[src/rtl/chbp_pkg.sv]
`default_nettype none
package chbp_pkg;

	typedef enum logic [3:0] {
		PH_HEADERS = 4'b0001,
		PH_SIZE    = 4'b0010,
		PH_CONTENT = 4'b0100,
		PH_DONE    = 4'b1000
	} chbp_phase_t;

	localparam logic [7:0] LF_BYTE = 8'd10;
	localparam logic [7:0] CR_BYTE = 8'd13;
	localparam int unsigned HEX_DIGIT_BITS = 4;

	typedef struct packed {
		logic [7:0] content_byte;
		logic       last_content;
		logic       message_end;
	} chbp_result_t;

	function automatic logic [HEX_DIGIT_BITS-1:0] hex_value(input logic [7:0] b);
		logic [7:0] v;
		v = 8'd0;
		if (b inside {[8'h30:8'h39]}) begin
			v = b - 8'h30;
		end else if (b inside {[8'h61:8'h66]}) begin
			v = b - 8'h57;
		end else if (b inside {[8'h41:8'h46]}) begin
			v = b - 8'h37;
		end
		return v[HEX_DIGIT_BITS-1:0];
	endfunction

endpackage
`default_nettype wire

[src/rtl/chbp_fsm.sv]
`default_nettype none
module chbp_fsm #(
	parameter int LENGTH_BITS = 32
) (
	input  wire logic                  clk,
	input  wire logic                  arst_n,
	input  wire logic                  step,
	input  wire logic [7:0]            data_byte,
	output logic                       res_valid,
	output chbp_pkg::chbp_result_t     res
);

	localparam int DB = chbp_pkg::HEX_DIGIT_BITS;

	chbp_pkg::chbp_phase_t  phase_q, phase_d;
	logic                   line_empty_q, line_empty_d;
	logic [LENGTH_BITS-1:0] body_len_q, body_len_d;
	logic [LENGTH_BITS-1:0] passed_q, passed_d;
	logic [LENGTH_BITS-1:0] passed_inc;
	logic [DB-1:0]          digit;

	assign passed_inc = passed_q + {{(LENGTH_BITS-1){1'b0}}, 1'b1};
	assign digit      = chbp_pkg::hex_value(data_byte);

	always_comb begin
		phase_d      = phase_q;
		line_empty_d = line_empty_q;
		body_len_d   = body_len_q;
		passed_d     = passed_q;
		res_valid    = 1'b0;
		res          = '0;
		case (phase_q)
			chbp_pkg::PH_HEADERS: begin
				if (data_byte == chbp_pkg::LF_BYTE) begin
					if (line_empty_q) begin
						phase_d    = chbp_pkg::PH_SIZE;
						body_len_d = '0;
					end
					line_empty_d = 1'b1;
				end else if (data_byte != chbp_pkg::CR_BYTE) begin
					line_empty_d = 1'b0;
				end
			end
			chbp_pkg::PH_SIZE: begin
				if (data_byte == chbp_pkg::LF_BYTE) begin
					phase_d      = chbp_pkg::PH_CONTENT;
					passed_d     = '0;
					line_empty_d = 1'b1;
				end else if (data_byte != chbp_pkg::CR_BYTE) begin
					if (|body_len_q[LENGTH_BITS-1:LENGTH_BITS-DB]) begin
						body_len_d = '1;
					end else begin
						body_len_d = {body_len_q[LENGTH_BITS-DB-1:0], digit};
					end
				end
			end
			chbp_pkg::PH_CONTENT: begin
				res_valid = 1'b1;
				if (passed_q < body_len_q) begin
					passed_d         = passed_inc;
					res.content_byte = data_byte;
					res.last_content = (passed_inc == body_len_q);
				end else begin
					phase_d         = chbp_pkg::PH_DONE;
					res.message_end = 1'b1;
				end
			end
			chbp_pkg::PH_DONE: begin
			end
			default: begin
				phase_d = chbp_pkg::PH_DONE;
			end
		endcase
	end

	always_ff @(posedge clk or negedge arst_n) begin
		if (!arst_n) begin
			phase_q      <= chbp_pkg::PH_HEADERS;
			line_empty_q <= 1'b1;
			body_len_q   <= '0;
			passed_q     <= '0;
		end else if (step) begin
			phase_q      <= phase_d;
			line_empty_q <= line_empty_d;
			body_len_q   <= body_len_d;
			passed_q     <= passed_d;
		end
	end

endmodule
`default_nettype wire

[src/rtl/chbp_out_buf.sv]
`default_nettype none
module chbp_out_buf (
	input  wire logic                   clk,
	input  wire logic                   arst_n,
	input  wire logic                   push,
	input  wire chbp_pkg::chbp_result_t push_data,
	output logic                        full,
	output logic                        out_valid,
	input  wire logic                   out_ready,
	output chbp_pkg::chbp_result_t      out_data
);

	chbp_pkg::chbp_result_t mem_q [2];
	logic       wr_ptr_q;
	logic       rd_ptr_q;
	logic [1:0] count_q;
	logic       pop;

	assign full      = count_q[1];
	assign out_valid = (count_q != 2'd0);
	assign pop       = out_valid && out_ready;
	assign out_data  = mem_q[rd_ptr_q];

	always_ff @(posedge clk) begin
		if (push) begin
			mem_q[wr_ptr_q] <= push_data;
		end
	end

	always_ff @(posedge clk or negedge arst_n) begin
		if (!arst_n) begin
			wr_ptr_q <= 1'b0;
			rd_ptr_q <= 1'b0;
			count_q  <= 2'd0;
		end else begin
			if (push) begin
				wr_ptr_q <= ~wr_ptr_q;
			end
			if (pop) begin
				rd_ptr_q <= ~rd_ptr_q;
			end
			case ({push, pop})
				2'b10:   count_q <= count_q + 2'd1;
				2'b01:   count_q <= count_q - 2'd1;
				default: count_q <= count_q;
			endcase
		end
	end

endmodule
`default_nettype wire

[src/rtl/http_chunked_body_parser_top.sv]
// HTTP chunked body parser.
// Input channel: in_valid / in_ready with data_byte, one response byte per word.
// Output channel: out_valid / out_ready with content_byte, last_content and
// message_end. Header and size-line bytes produce no output word; each body
// byte produces one word, the final one flagged by last_content; the byte
// after the body produces one word with message_end set; later bytes are
// dropped.
// A word accepted at the input is registered in the input register, decoded
// against the parser state once the output buffer is not full, and written
// into the two-entry output buffer, which offers its result to the receiver.
// Throughput: one word per cycle while the output buffer is not full.
// When the receiver stalls, the output buffer fills; in_ready then drops
// once the input register holds a word and the buffer is full, and rises
// again in the cycle after the receiver takes a word.
// Reset (arst_n low, asynchronous) returns the parser to the header phase
// and empties the input register and output buffer.
`default_nettype none
module http_chunked_body_parser_top #(
	parameter int LENGTH_BITS = 32
) (
	input  wire logic       clk,
	input  wire logic       arst_n,
	input  wire logic       in_valid,
	output logic            in_ready,
	input  wire logic [7:0] data_byte,
	output logic            out_valid,
	input  wire logic       out_ready,
	output logic [7:0]      content_byte,
	output logic            last_content,
	output logic            message_end
);

	logic                   valid_s1;
	logic [7:0]             data_s1;
	logic                   buf_full;
	logic                   step;
	logic                   res_valid;
	chbp_pkg::chbp_result_t res;
	chbp_pkg::chbp_result_t out_data;

	assign in_ready = !valid_s1 || !buf_full;
	assign step     = valid_s1 && !buf_full;

	always_ff @(posedge clk or negedge arst_n) begin
		if (!arst_n) begin
			valid_s1 <= 1'b0;
		end else if (in_ready) begin
			valid_s1 <= in_valid;
		end
	end

	always_ff @(posedge clk) begin
		if (in_valid && in_ready) begin
			data_s1 <= data_byte;
		end
	end

	chbp_fsm #(
		.LENGTH_BITS(LENGTH_BITS)
	) u_fsm (
		.clk      (clk),
		.arst_n   (arst_n),
		.step     (step),
		.data_byte(data_s1),
		.res_valid(res_valid),
		.res      (res)
	);

	chbp_out_buf u_out_buf (
		.clk      (clk),
		.arst_n   (arst_n),
		.push     (step && res_valid),
		.push_data(res),
		.full     (buf_full),
		.out_valid(out_valid),
		.out_ready(out_ready),
		.out_data (out_data)
	);

	assign content_byte = out_data.content_byte;
	assign last_content = out_data.last_content;
	assign message_end  = out_data.message_end;

	a_end_not_last: assert property (@(posedge clk) disable iff (!arst_n)
		out_valid |-> !(message_end && last_content))
		else $error("message_end and last_content set together");

	a_end_zero_byte: assert property (@(posedge clk) disable iff (!arst_n)
		out_valid && message_end |-> content_byte == 8'd0)
		else $error("nonzero content_byte on message_end");

	a_hold_on_full: assert property (@(posedge clk) disable iff (!arst_n)
		valid_s1 && buf_full |=> valid_s1 && $stable(data_s1))
		else $error("input register lost a word while buffer full");

	a_full_blocks: assert property (@(posedge clk) disable iff (!arst_n)
		buf_full |-> out_valid)
		else $error("buffer full without pending output");

endmodule
`default_nettype wire
[config.mk]
export PLATFORM = sky130hd
export DESIGN_NAME = http_chunked_body_parser_top
export DESIGN_NICKNAME = d
export VERILOG_FILES = /design/src/rtl/chbp_pkg.sv /design/src/rtl/chbp_fsm.sv /design/src/rtl/chbp_out_buf.sv /design/src/rtl/http_chunked_body_parser_top.sv
export SDC_FILE = /design/constraint.sdc
export NUM_CORES = 1
export LEC_CHECK = 0
export BUFFER_PORTS_ARGS = -buffer_cell sky130_fd_sc_hd__buf_4
export CAP_MARGIN = 20
export CELL_PAD_IN_SITES_DETAIL_PLACEMENT = 0
export CELL_PAD_IN_SITES_GLOBAL_PLACEMENT = 1
export CORE_ASPECT_RATIO = 1.1
export CORE_UTILIZATION = 35
export DETAILED_ROUTE_END_ITERATION = 16
export GPL_TIMING_DRIVEN = 0
export PLACE_DENSITY = 0.59
export SLEW_MARGIN = 10
export SYNTH_ARGS = -nofsm -noshare
export SYNTH_HDL_FRONTEND = slang
export SYNTH_SLANG_ARGS = --single-unit
[constraint.sdc]
create_clock -name clk -period 6.7 [get_ports clk]
set_input_delay 0.67 -clock clk [delete_from_list [all_inputs] [get_ports clk]]
set_output_delay 0.67 -clock clk [all_outputs]
set_load 0.05 [all_outputs]
# Word-level counts from Yosys, hierarchy flattened
# Memories as Yosys holds them, arrays and structs flattened.
# Index checks and enable logic that the tools add are counted.
# W data, S select, Z words.
op_classes:
  addsub: 6
  multipliers: 0
  div: 0
  magnitude_cmp: 7
  eq_ne: 17
  shift: 0
  n_mux: 28
  n_bitwise: 3
  n_reduce_logical: 19
ops:
  columns: ["operator", "n"]
  rows:
  - ["$mux W32", 7]
  - ["$pmux W32 S2", 2]
  - ["$add A32 B1 Y32 const B", 1]
  - ["$eq A32 B32 Y1", 1]
  - ["$lt A32 B32 Y1", 1]
  - ["$mux W4", 7]
  - ["$ge A8 B7 Y1 const B", 2]
  - ["$le A8 B7 Y1 const B", 2]
  - ["$pmux W4 S4", 1]
  - ["$reduce_and A6 Y1", 2]
  - ["$mux W10", 1]
  - ["$ne A2 B1 Y1 const B", 5]
  - ["$mux W9", 1]
  - ["$eq A8 B4 Y1 const B", 1]
  - ["$ge A8 B6 Y1 const B", 1]
  - ["$le A8 B6 Y1 const B", 1]
  - ["$ne A8 B4 Y1 const B", 1]
  - ["$reduce_and A4 Y1", 2]
  - ["$reduce_bool A2 Y1", 4]
  - ["$sub A4 B3 Y4 const B", 2]
  - ["$logic_and A1 B1 Y1", 7]
  - ["$mux W1", 7]
  - ["$eq A4 B1 Y1 const B", 1]
  - ["$eq A4 B2 Y1 const B", 1]
  - ["other kinds (15)", 19]
totals:
  reg_bits: 82
  latch_bits: 0
  ramBits: 20
  rom_bits: 0
  out_inout_bits: 12
  word_cells: 90
  mem_count: 1
mem_list:
  columns: ["memory", "words", "word_bits", "rd", "rd_ports_with_merged_regs", "wr", "line_no", "rtl"]
  rows:
  - ["u_out_buf.mem_q", 2, 10, 1, 0, 1, "chbp_out_buf.sv:13", "chbp_pkg::chbp_result_t mem_q [2];"]

# Depth between registers and ports, before layout
# Gate-level depths: netlist (run 1).
depth:
  word_depth: 9
  depth_mapped: 12
  mapped_depth_nobuf: 10

# Hierarchy
# A second synthesis (run 1) with hierarchy kept.
unflattened:
  hier_cells: 693
  area_unflattened_um2: 6507.5
modules_own_cells:
  columns: ["module", "instances", "cells_each", "area_per_inst_um2", "seq_area_each_um2"]
  rows:
  - ["chbp_fsm", 1, 632, 5297.6, 1729.2]
  - ["chbp_out_buf", 1, 47, 909.6, 700.7]
  - ["http_chunked_body_parser_top", 1, 14, 300.3, 265.3]

# Least setup slack after synthesis (run 1)
# Ideal clock, no wire load.
synth_path:
  path_kind: "flip-flop to flip-flop"
  startpoint: "reg u_fsm.passed_q[0]"
  endpoint: "mem u_out_buf.mem_q[0][1] in the netlist's numbering, data pin"
  setup_time_ps: 182
  arrival_time_ps: 2558
  t_required_ps: 6518
  path_slack_ps: 3960
  stages_incl_launch_ff: 11
  period_less_slack_ps: 2740
  cell_sequence: "dfrtp_1 ha_1 nand3_2 or4_4 or3_1 buf_6 xnor2_1 nor4_1 nand4_1 nand4b_1 nor4_2"
synth_lines:
  columns: ["item", "line_no", "rtl"]
  rows:
  - ["start, declared", "chbp_fsm.sv:18", "logic [LENGTH_BITS-1:0] passed_q, passed_d;"]
  - ["start signal, assigned", "chbp_fsm.sv:86", "passed_q <= passed_d;"]
  - ["end, declared", "chbp_out_buf.sv:13", null]

==> impl_metrics.toml, run 1 <==
[outcome]
status = "finished clean"

[global_routing]
grt.overflow.total = 0
antenna_found_initial = 0
track_usage_pct = 20.97
grt_max_degree = 75
grt_pass1_vias = 5131
grt_pass1_wl_mm = 29.01

[synthesis]
synth_most_common_cell = "o21ai_0"
async_reset_ff_share_pct = 72.55
yosysTopAreaCellShare_pct = 28.15
synth_edf_count = 28
synth_area_leaders = "dfrtp_1 28%, edfxtp_1 13%, o21ai_0 8.4%, ha_1 7.4%, xnor2_1 5.2%"
synth_cells = 708
yosys.cell_types.count = 58
syn_nets = 758
synth_ff_type = "dfrtp_1"
netlist_area_mm2 = 0.006400
syn_area_per_cell_um2 = 9.039
ys_ff_latch = 102
ys_warn_count = 0
synth-seq-area-share_pct = 42.11
synth_top_area_cell = "dfrtp_1"
yosys-top-cells-count = "107 x o21ai_0, 86 x nand2_1, 72 x dfrtp_1"

[placed_design]
placed_cells_incl_taps = 970
hpwl_mm = 13.68
gp_congestion = 0.8342
io_buffers = 23
dpl_cell_area_mm2 = 0.006875

[sta]
fmax_mhz = 262.6
setup_viol = 0
skew_ps = 5.923
period_share_pct = 56.83
slew_viol_final = 0
slew-limit-headroom_pct = 41.64
rsz0062_at_grt = "false"
layout_min_cycle_time_ps = 3807
fin_setup_tns_ps = 0
final_hold_viol_count = 0
tightest_slew_ps = 872.1

[setup_path]
reg2reg_from = "u_fsm.body_len_q[5]$_DFFE_PN0P_"
startpoint = "u_fsm.body_len_q[5]$_DFFE_PN0P_"
crit_required_ps = 6830
path_max_fanout = 10
max_stage_delay_ps = 530
end_kind = "register"
slowest_stage = "dfrtp_1"
cpMostUsedCell = "clkbuf_1"
critPathArrivalTime_ps = 3930
cp_cell_sequence = "inv_1 -> ha_1 -> a21oi_1 -> o21ai_0 -> a211o_1 -> o31ai_1 -> clkbuf_1 -> nand2_1 -> clkbuf_1 -> nor4_2"
cp-start-kind = "register"
criticalPathCategory = "register to register"
reg2reg_depth = 10

[power_and_ir_drop]
power.total_uw = 1358
max-vdd-ir-drop_mv = 0.1488
p_per_area_mw_per_mm2 = 188.6
leakagePower_uw = 0.002847

[die]
die_w_um = 130.9
num_rows = 51
top_level_ports = 24
dieArea_mm2 = 0.01883
die_h_um = 143.8
initial_core_util_pct = 35.95
design.core.area_mm2 = 0.01780

[drt]
postRouteAntennaNets = 0
drc = 0
vias = 5262
drt_pass1_iterations = 5
via_per_inst = 5.326
wl_mm = 18.27
drt_iter0_drc = 383
wl_per_cell_um = 18.49

[layout]
stdcell_count = 988
drive_gt1_share_pct = 9.867
fin_nets = 795
final_area_mm2 = 0.007201
areaGrowthSynthToFinish_pct = 12.51
n_antenna_cell = 0

[worst_hold_path]
hold_class = "input port to async pin"

[clock_tree]
cts_tree = "done"
cts.clk_slew.worst_paths_ps = 80
post-cts-setup-buffers = 0
htreeDepth = 3
clk_latency_ps = 350
numCtsBuffers = 9
cts_num_sinks = 102
cts_root_buf = "clkbuf_16"
cts_buffer_depth = 2
cts_resized = 0
cts.hold.buffers_added = 0

[flow_run]
cap_violations = 0
-- sequential cells by signal (all words and copies together), names as in the netlist --
register and flops:
data_s1 8, u_fsm.body_len_q 32, u_fsm.line_empty_q 1, u_fsm.passed_q 32
u_fsm.phase_q 4, u_out_buf.count_q 2, u_out_buf.mem_q 20, u_out_buf.rd_ptr_q 1
u_out_buf.wr_ptr_q 1, valid_s1 1
-- through the flow --
stage	utilization (%)	hold WS, ps	worst slack (ps)
global route	40.45	207.3	2680
CTS	40.26	479.3	2837
global placement	38.59	484.3	2839
floorplan	-	374.4	3960
detailed placement	38.62	495.6	2875
finish	40.45	198.8	2893
-- worst paths after layout --
| check | to | slack (ps) |
|---|---|---|
| worst max-delay path | u_out_buf.mem_q[1][1]$_DFFE_PP_ | 2890 |
| worst max register to register | u_out_buf.mem_q[1][1]$_DFFE_PP_ | 2890 |
| max in group asynchronous | u_fsm.line_empty_q$_DFFE_PN1P_ | 5860 |
| min in group clk | data_s1[1]$_DFFE_PP_ | 490 |
| worst min-delay path | u_fsm.passed_q[5]$_DFFE_PN0P_ | 200 |
| worst min register to register | u_fsm.phase_q[0]$_DFFE_PN1P_ | 510 |
-- worst max-delay path: cells and delay by family (launching register included) --
kind,cells,cell delay [ps]
buf+inv,3,940
flops,1,530
simple gates,2,850
fa+ha+maj,1,300
compound gates,4,940
-- placed cells by master, fill, tap and decap left out, drive strengths merged, types with 3 or more instances in the layout --
| master | n |
|---|---|
| edfxtp | 28 |
| dfrtp | 72 |
| a21oi | 35 |
| a31oi | 9 |
| o211a | 3 |
| nor2 | 31 |
| nor2b | 6 |
| mux2 | 11 |
| nand3 | 19 |
| o31ai | 16 |
| and4 | 4 |
| a21o | 3 |
| nand4 | 16 |
| or3 | 5 |
| buf | 33 |
| xnor2 | 38 |
| xor2 | 19 |
| nand2 | 86 |
| clkinv | 3 |
| nor4 | 5 |
| nor3 | 22 |
| o21ai | 109 |
| nand2b | 5 |
| and2 | 6 |
| inv | 44 |
| clkbuf | 36 |
| and3 | 16 |
| or4 | 4 |
| ha | 38 |
-- per-layer routing --
metal  GRT usage, %  up-vias  wire, µm
met2          35.03       90      8938
met5              0        -         0
li1               -     2605         -
met1          28.92     2557      8745
met4          3.993        0       169
met3          2.792       10       420
-- power breakdown --
part	leakage (µW)	total, µW	switching (µW)	internal, µW
combinational	0.00148	148	93.6	54.7
sequential	0.00123	677	18.1	659
clock	0.000140	532	270	262
-- cell type report --
cell class                      instances  area [µm²]
Timing Repair Buffer                   26       210.2
Multi-Input combinational cell        531        3400
Sequential cell                       102        2695
Fill cell                            1780       10600
Inverter                               41       153.9
Clock buffer                            9       225.2
Buffer                                 34       151.4
Clock inverter                          7       67.56
Tap cell                              238       297.8
-- cell families after synthesis --
| family | after synthesis | share of synthesized area (%) |
|---|---|---|
| AND/OR/NAND/NOR | 232 | 18.63 |
| AO/OA/AOI/OAI | 191 | 17.01 |
| flip-flops | 102 | 42.11 |
| buffers and inverters | 75 | 4.770 |
| XOR/XNOR | 57 | 7.801 |
| adder cells (fa/ha/maj) | 38 | 7.429 |
| multiplexers | 13 | 2.248 |
(Power assumes the default switching activity.)
==> run 2: changes to the inputs <==
--- a/config.mk
+++ b/config.mk
@@ -5,6 +5,7 @@
 export SDC_FILE = /design/constraint.sdc
 export NUM_CORES = 1
 export LEC_CHECK = 0
+export ABC_AREA = 1
 export BUFFER_PORTS_ARGS = -buffer_cell sky130_fd_sc_hd__buf_4
 export CAP_MARGIN = 20
 export CELL_PAD_IN_SITES_DETAIL_PLACEMENT = 0
@@ -13,7 +14,7 @@
 export CORE_UTILIZATION = 35
 export DETAILED_ROUTE_END_ITERATION = 16
 export GPL_TIMING_DRIVEN = 0
-export PLACE_DENSITY = 0.59
+export PLACE_DENSITY = 0.62
 export SLEW_MARGIN = 10
 export SYNTH_ARGS = -nofsm -noshare
 export SYNTH_HDL_FRONTEND = slang
==> constraint.sdc (replaced) <==
create_clock -name clk -period 3.57 [get_ports clk]
set_input_delay 0.357 -clock clk [delete_from_list [all_inputs] [get_ports clk]]
set_output_delay 0.357 -clock clk [all_outputs]
set_load 0.05 [all_outputs]
==> impl_metrics.toml, run 2 <==
[global_routing]
antenna_found_initial = 0
use_met3_pct = 2.068
grt.overflow.total = 0
globalRouteMet1Util_pct = 28.59
grt_pass1_wl_mm = 31.50
grt_max_degree = 75
grt_busiest_layer = "met2"
track_usage_pct = 22.03
globalRouteMet2Util_pct = 38.21
grt_pass1_vias = 5816

[placed_design]
gp_congestion = 0.8523
hpwl_mm = 15.04
place_ws_ps = 698.3
placed_cells_incl_taps = 1142
io_buffers = 23
dpl_cell_area_mm2 = 0.006930

[layout]
layout_commonest_cell = "nand2_1"
drive_gt1_share_pct = 7.484
final_cell_mix = "286 x nand2_1, 103 x nor2_1, 101 x inv_1, 72 x dfrtp_1, 69 x nand3_1"
n_antenna_cell = 0
largestRegisters = "u_fsm.body_len_q (32), u_fsm.passed_q (32), u_out_buf.mem_q (20)"
multi_input_area_mm2 = 0.003306
fill_cells = 1892
stdcell_count = 1160
final_area_mm2 = 0.007279
regArea_mm2 = 0.002695
areaGrowthSynthToFinish_pct = 12.69
fin_nets = 967

[drt]
wl_per_cell_um = 17.07
vias = 5821
via_per_inst = 5.018
drt_iter0_drc = 315
drt_pass1_iterations = 5
postRouteAntennaNets = 0
wl_mm = 19.80
drc = 0

[sta]
layout_min_cycle_time_ps = 2889
slew-limit-headroom_pct = 41.09
final_hold_viol_count = 0
setup_viol = 0
rsz0062_at_grt = "false"
fmax_mhz = 346.2
fin_setup_tns_ps = 0
tightest_slew_ps = 880.4
skew_ps = 9.610
period_share_pct = 80.91
slew_viol_final = 0
fin_ws_ps = 681.5

[setup_path]
max_stage_delay_ps = 470
cp_cell_sequence = "ha_1 -> a21oi_1 -> nor2_1 -> nor3_1 -> nand2_1 -> nand2_1 -> nand2_1 -> nand2_1 -> nand2_1 -> nor2_1 -> nand2_1 -> clkbuf_1 -> o21ai_0"
end_kind = "register"
critPathArrivalTime_ps = 3160
path_max_fanout = 10
slowest_stage = "dfrtp_1"
criticalPathCategory = "register to register"
crit_required_ps = 3840
cpMostUsedCell = "nand2_1"
cp-start-kind = "register"

[power_and_ir_drop]
p_comb_share_pct = 22.4
sw_frac_of_total_pct = 35.39
power.total_uw = 3000
leakagePower_uw = 0.003231
p_sw_uw = 1062
pwr-share-clk_pct = 34.8
seq_power_share_pct = 42.8
p_int_uw = 1938
max-vdd-ir-drop_mv = 0.2703
p_per_area_mw_per_mm2 = 412.1

[die]
die_h_um = 144.5
num_rows = 51
top_level_ports = 24
design.core.area_mm2 = 0.01787
initial_core_util_pct = 36.16
dieArea_mm2 = 0.01900
die_w_um = 131.5

[synthesis]
synth_edf_count = 28
ys_ff_latch = 102
syn_area_per_cell_um2 = 7.333
async_reset_ff_share_pct = 72.55
synth_top_area_cell = "dfrtp_1"
synth_most_common_cell = "nand2_1"
synth_area_leaders = "dfrtp_1 28%, nand2_1 17%, edfxtp_1 13%, ha_1 7.4%, nor2_1 6.0%"
yosys-top-cells-count = "286 x nand2_1, 103 x nor2_1, 101 x inv_1"
netlist_area_mm2 = 0.006460
synth_cells = 881
yosysTopAreaCellShare_pct = 27.89
synth-seq-area-share_pct = 41.72
ys_warn_count = 0
syn_nets = 931
yosys.cell_types.count = 34
synth_ff_type = "dfrtp_1"

[clock_tree]
numCtsBuffers = 9
cts_tree = "done"
cts.clk_slew.worst_paths_ps = 80
htreeDepth = 3
cts_root_buf = "clkbuf_16"
clk_latency_ps = 360
cts_buffer_depth = 2
cts_num_sinks = 102
cts_resized = 0

[flow_run]
cap_violations = 0

[worst_hold_path]
hold_class = "input port to register"

[outcome]
status = "finished clean"
-- run 2: changes by cell type after synthesis, moves of 29 or more --
cell,change
xnor2_1,-36
o21ai_0,-57
o22ai_1,+29
nor2_1,+73
inv_1,+60
nand3_1,+54
nand2_1,+200
-- run 2: path summary, 6_finish.rpt --
path                                                start                        endpoint  slack, ps  depth (start not counted)
max                         u_fsm.passed_q[5]$_DFFE_PN0P_  u_fsm.passed_q[29]$_DFFE_PN0P_        680                         13
min                                          data_byte[5]            data_s1[5]$_DFFE_PP_        160                          1
max reg2reg                 u_fsm.passed_q[5]$_DFFE_PN0P_  u_fsm.passed_q[29]$_DFFE_PN0P_        680                         13
min reg2reg                u_fsm.line_empty_q$_DFFE_PN1P_  u_fsm.line_empty_q$_DFFE_PN1P_        490                          2
max in group asynchronous                          arst_n    u_fsm.phase_q[0]$_DFFE_PN1P_       2400                          3
min in group asynchronous                          arst_n  u_fsm.passed_q[11]$_DFFE_PN0P_        500                          2
-- run 2: cell families after synthesis --
group	Yosys count	share of synthesized area, %
buf+inv	120	7.108
compound gates	113	9.665
simple gates	498	32.36
flops	102	41.72
fa+ha+maj	38	7.360
xor+xnor	10	1.782
-- run 2: timing repair --
action | 4_1_cts | 5_1_grt
hold buffers | 0 | 1
endpoints found under the hold margin | 0 | 30
setup buffers | 0 | 0
-- run 2: cell type report --
cell class	count	share of cell area, %
clock buffer	9	3.094
tap	238	4.091
multi-input combinational	659	45.41
inverter	102	5.260
sequential	102	37.02
buffer	18	1.048
clock inverter	7	1.186
timing repair buffer	25	2.888
-- run 2: routing by layer --
metal | up-vias | wire length, µm | share of wire (%)
met5 | - | 0 | 0
met4 | 0 | 402 | 2.0
met3 | 20 | 597 | 3.0
met2 | 105 | 9604 | 49
met1 | 2750 | 9193 | 46
li1 | 2946 | - | -
-- run 2: power by group through the flow --
| stage | clock, µW | combinational (µW) | sequential [µW] |
|---|---|---|---|
| 2_1_floorplan | 0 | 473 | 1300 |
| 3_3_place_gp | 0 | 672 | 1310 |
| 3_5_place_dp | 0 | 677 | 1310 |
| 4_1_cts | 1070 | 679 | 1280 |
| 5_1_grt | 1110 | 740 | 1290 |
| 6_report | 1040 | 673 | 1280 |
-- run 2: critical path, delay by kind of cell, from the launching register on --
kind	cells	cell delay, ps
AND/OR/NAND/NOR	9	1240
flip-flops	1	470
AO/OA/AOI/OAI	2	440
adder cells (fa/ha/maj)	1	340
buffers and inverters	1	310
-- run 2: per-stage QoR --
stage | hold WS, ps | utilization [%]
2_1_floorplan | 61.41 | -
3_3_place_gp | 479.5 | 38.79
3_5_place_dp | 484.2 | 38.79
4_1_cts | 153.7 | 40.53
5_1_grt | 150.6 | 40.74
6_report | 163.9 | 40.74
==> run 3: changes to the inputs <==
==> constraint.sdc (replaced) <==
create_clock -name clk -period 2.94 [get_ports clk]
set_input_delay 0.294 -clock clk [delete_from_list [all_inputs] [get_ports clk]]
set_output_delay 0.294 -clock clk [all_outputs]
set_load 0.05 [all_outputs]
==> impl_metrics.toml, run 3 (synthesis gave the netlist of run 2 again) <==
[sta]
layout_min_cycle_time_ps = 2707
slew-limit-headroom_pct = 40.94
period_share_pct = 92.08
timing.hold.ws_ps = 103.4
rsz0062_at_grt = "false"
fin_ws_ps = 233.0
skew_ps = 12.53
slew_viol_final = 0
setup_viol = 0
final_hold_viol_count = 0
tightest_slew_ps = 882.6
fmax_mhz = 369.4
fin_setup_tns_ps = 0

[outcome]
status = "finished clean"

[setup_path]
r2r-end = "u_out_buf.mem_q[1][1]$_DFFE_PP_"
reg2reg_depth = 15
startpoint = "u_fsm.passed_q[1]$_DFFE_PN0P_"
rrSetupSlack_ps = 230
path_max_fanout = 9
cp-endpoint = "u_out_buf.mem_q[1][1]$_DFFE_PP_"
end_kind = "register"
criticalPathCategory = "register to register"
reg2reg_from = "u_fsm.passed_q[1]$_DFFE_PN0P_"
cp-start-kind = "register"
critPathArrivalTime_ps = 2920
crit_required_ps = 3150

[layout]
regArea_mm2 = 0.002695
layout_commonest_cell = "nand2_1"
drive_gt1_share_pct = 7.918
fin_nets = 967
areaGrowthSynthToFinish_pct = 12.86
largestRegisters = "u_fsm.body_len_q (32), u_fsm.passed_q (32), u_out_buf.mem_q (20)"
final_cell_mix = "286 x nand2_1, 102 x nor2_1, 101 x inv_1, 72 x dfrtp_1, 69 x nand3_1"
multi_input_area_mm2 = 0.003308
n_antenna_cell = 0
fill_cells = 1891

[die]
initial_core_util_pct = 36.16
die_h_um = 144.5
num_rows = 51
die_w_um = 131.5
dieArea_mm2 = 0.01900
top_level_ports = 24
design.core.area_mm2 = 0.01787

[worst_hold_path]
hold_class = "input port to register"

[clock_tree]
clk_latency_ps = 370
htreeDepth = 3
post-cts-setup-buffers = 0
cts_root_buf = "clkbuf_16"
cts.clk_slew.worst_paths_ps = 80
cts_num_sinks = 102
cts_tree = "done"
numCtsBuffers = 9
cts_buffer_depth = 2

[global_routing]
antenna_found_initial = 0
grt_pass1_vias = 5816
grt_pass1_wl_mm = 31.50
track_usage_pct = 22.03
grt.overflow.total = 0
grt_max_degree = 75

[placed_design]
io_buffers = 23
place_ws_ps = 68.25
gp_congestion = 0.8523
hpwl_mm = 15.04

[drt]
wl_mm = 19.91
drt_iter0_drc = 335
drt_pass1_iterations = 4
postRouteAntennaNets = 0
drc = 0
vias = 5847
via_per_inst = 5.041
wl_per_cell_um = 17.17

[flow_run]
cap_violations = 0

[power_and_ir_drop]
max-vdd-ir-drop_mv = 0.3282
leakagePower_uw = 0.003243
p_per_area_mw_per_mm2 = 499.6
==> run 3: cell type report <==
cell class	instances	share of cell area, %
buffer	18	1.167
multi-input combinational	659	45.37
tap	238	4.084
timing repair buffer	25	2.883
sequential	102	36.97
clock inverter	7	1.184
clock buffer	9	3.089
inverter	102	5.251
==> run 3: critical path, cell delays in order (launching register included) <==
cell and delay (ps):
dfrtp_1 420, ha_1 240, nand2_1 140, nor2_4 290, nand2_1 150, nor2_1 330, nand2_1 130, nand3_1 110
nand2_1 50, inv_1 50, nand2_1 40, nor2_1 230, nand2_1 80, nor2_1 90, nand2_1 60, nor2_2 120
==> run 3: worst min-delay path by stage <==
stage	cells after the start	from	slack (ps)	end
6_report	1	data_byte[5]	100	data_s1[5]$_DFFE_PP_
5_1_grt	1	data_byte[5]	90	data_s1[5]$_DFFE_PP_
4_1_cts	1	data_byte[5]	90	data_s1[5]$_DFFE_PP_
3_5_place_dp	1	data_byte[5]	470	data_s1[5]$_DFFE_PP_
3_3_place_gp	1	data_byte[5]	470	data_s1[5]$_DFFE_PP_
2_1_floorplan	0	arst_n	-2	u_fsm.body_len_q[0]$_DFFE_PN0P_
==> run 3: layer usage <==
layer	vias up	share of wire, %	GRT usage [%]
met5	-	0	0
met4	0	1.8	8.140
met3	20	2.6	2.068
met2	105	49	38.21
met1	2774	47	28.59
li1	2948	-	-
==> run 3: metrics by stage <==
step | std cells | cell area, µm² | power (µW) | utilization, %
2_1_floorplan | 881 | 6460 | 2150 | -
6_report | 1160 | 7291 | 3642 | 40.81
3_5_place_dp | 1142 | 6930 | 2409 | 38.79
4_1_cts | 1158 | 7242 | 3678 | 40.53
3_3_place_gp | 1142 | 6930 | 2400 | 38.79
5_1_grt | 1160 | 7291 | 3808 | 40.81
==> run 3: report_power, final <==
group | switching, µW | internal, µW | total [µW] | leakage (µW)
clock | 655 | 612 | 1270 | 0.000151
sequential | 47.2 | 1510 | 1560 | 0.00123
combinational | 586 | 230 | 817 | 0.00186
total | 1290 | 2350 | 3640 | 0.00324
==> run 3: repair_timing <==
action,in CTS,in global routing
setup endpoints to repair,0,30
gates resized for setup,0,9
hold buffers,0,1
hold endpoints to repair,0,30
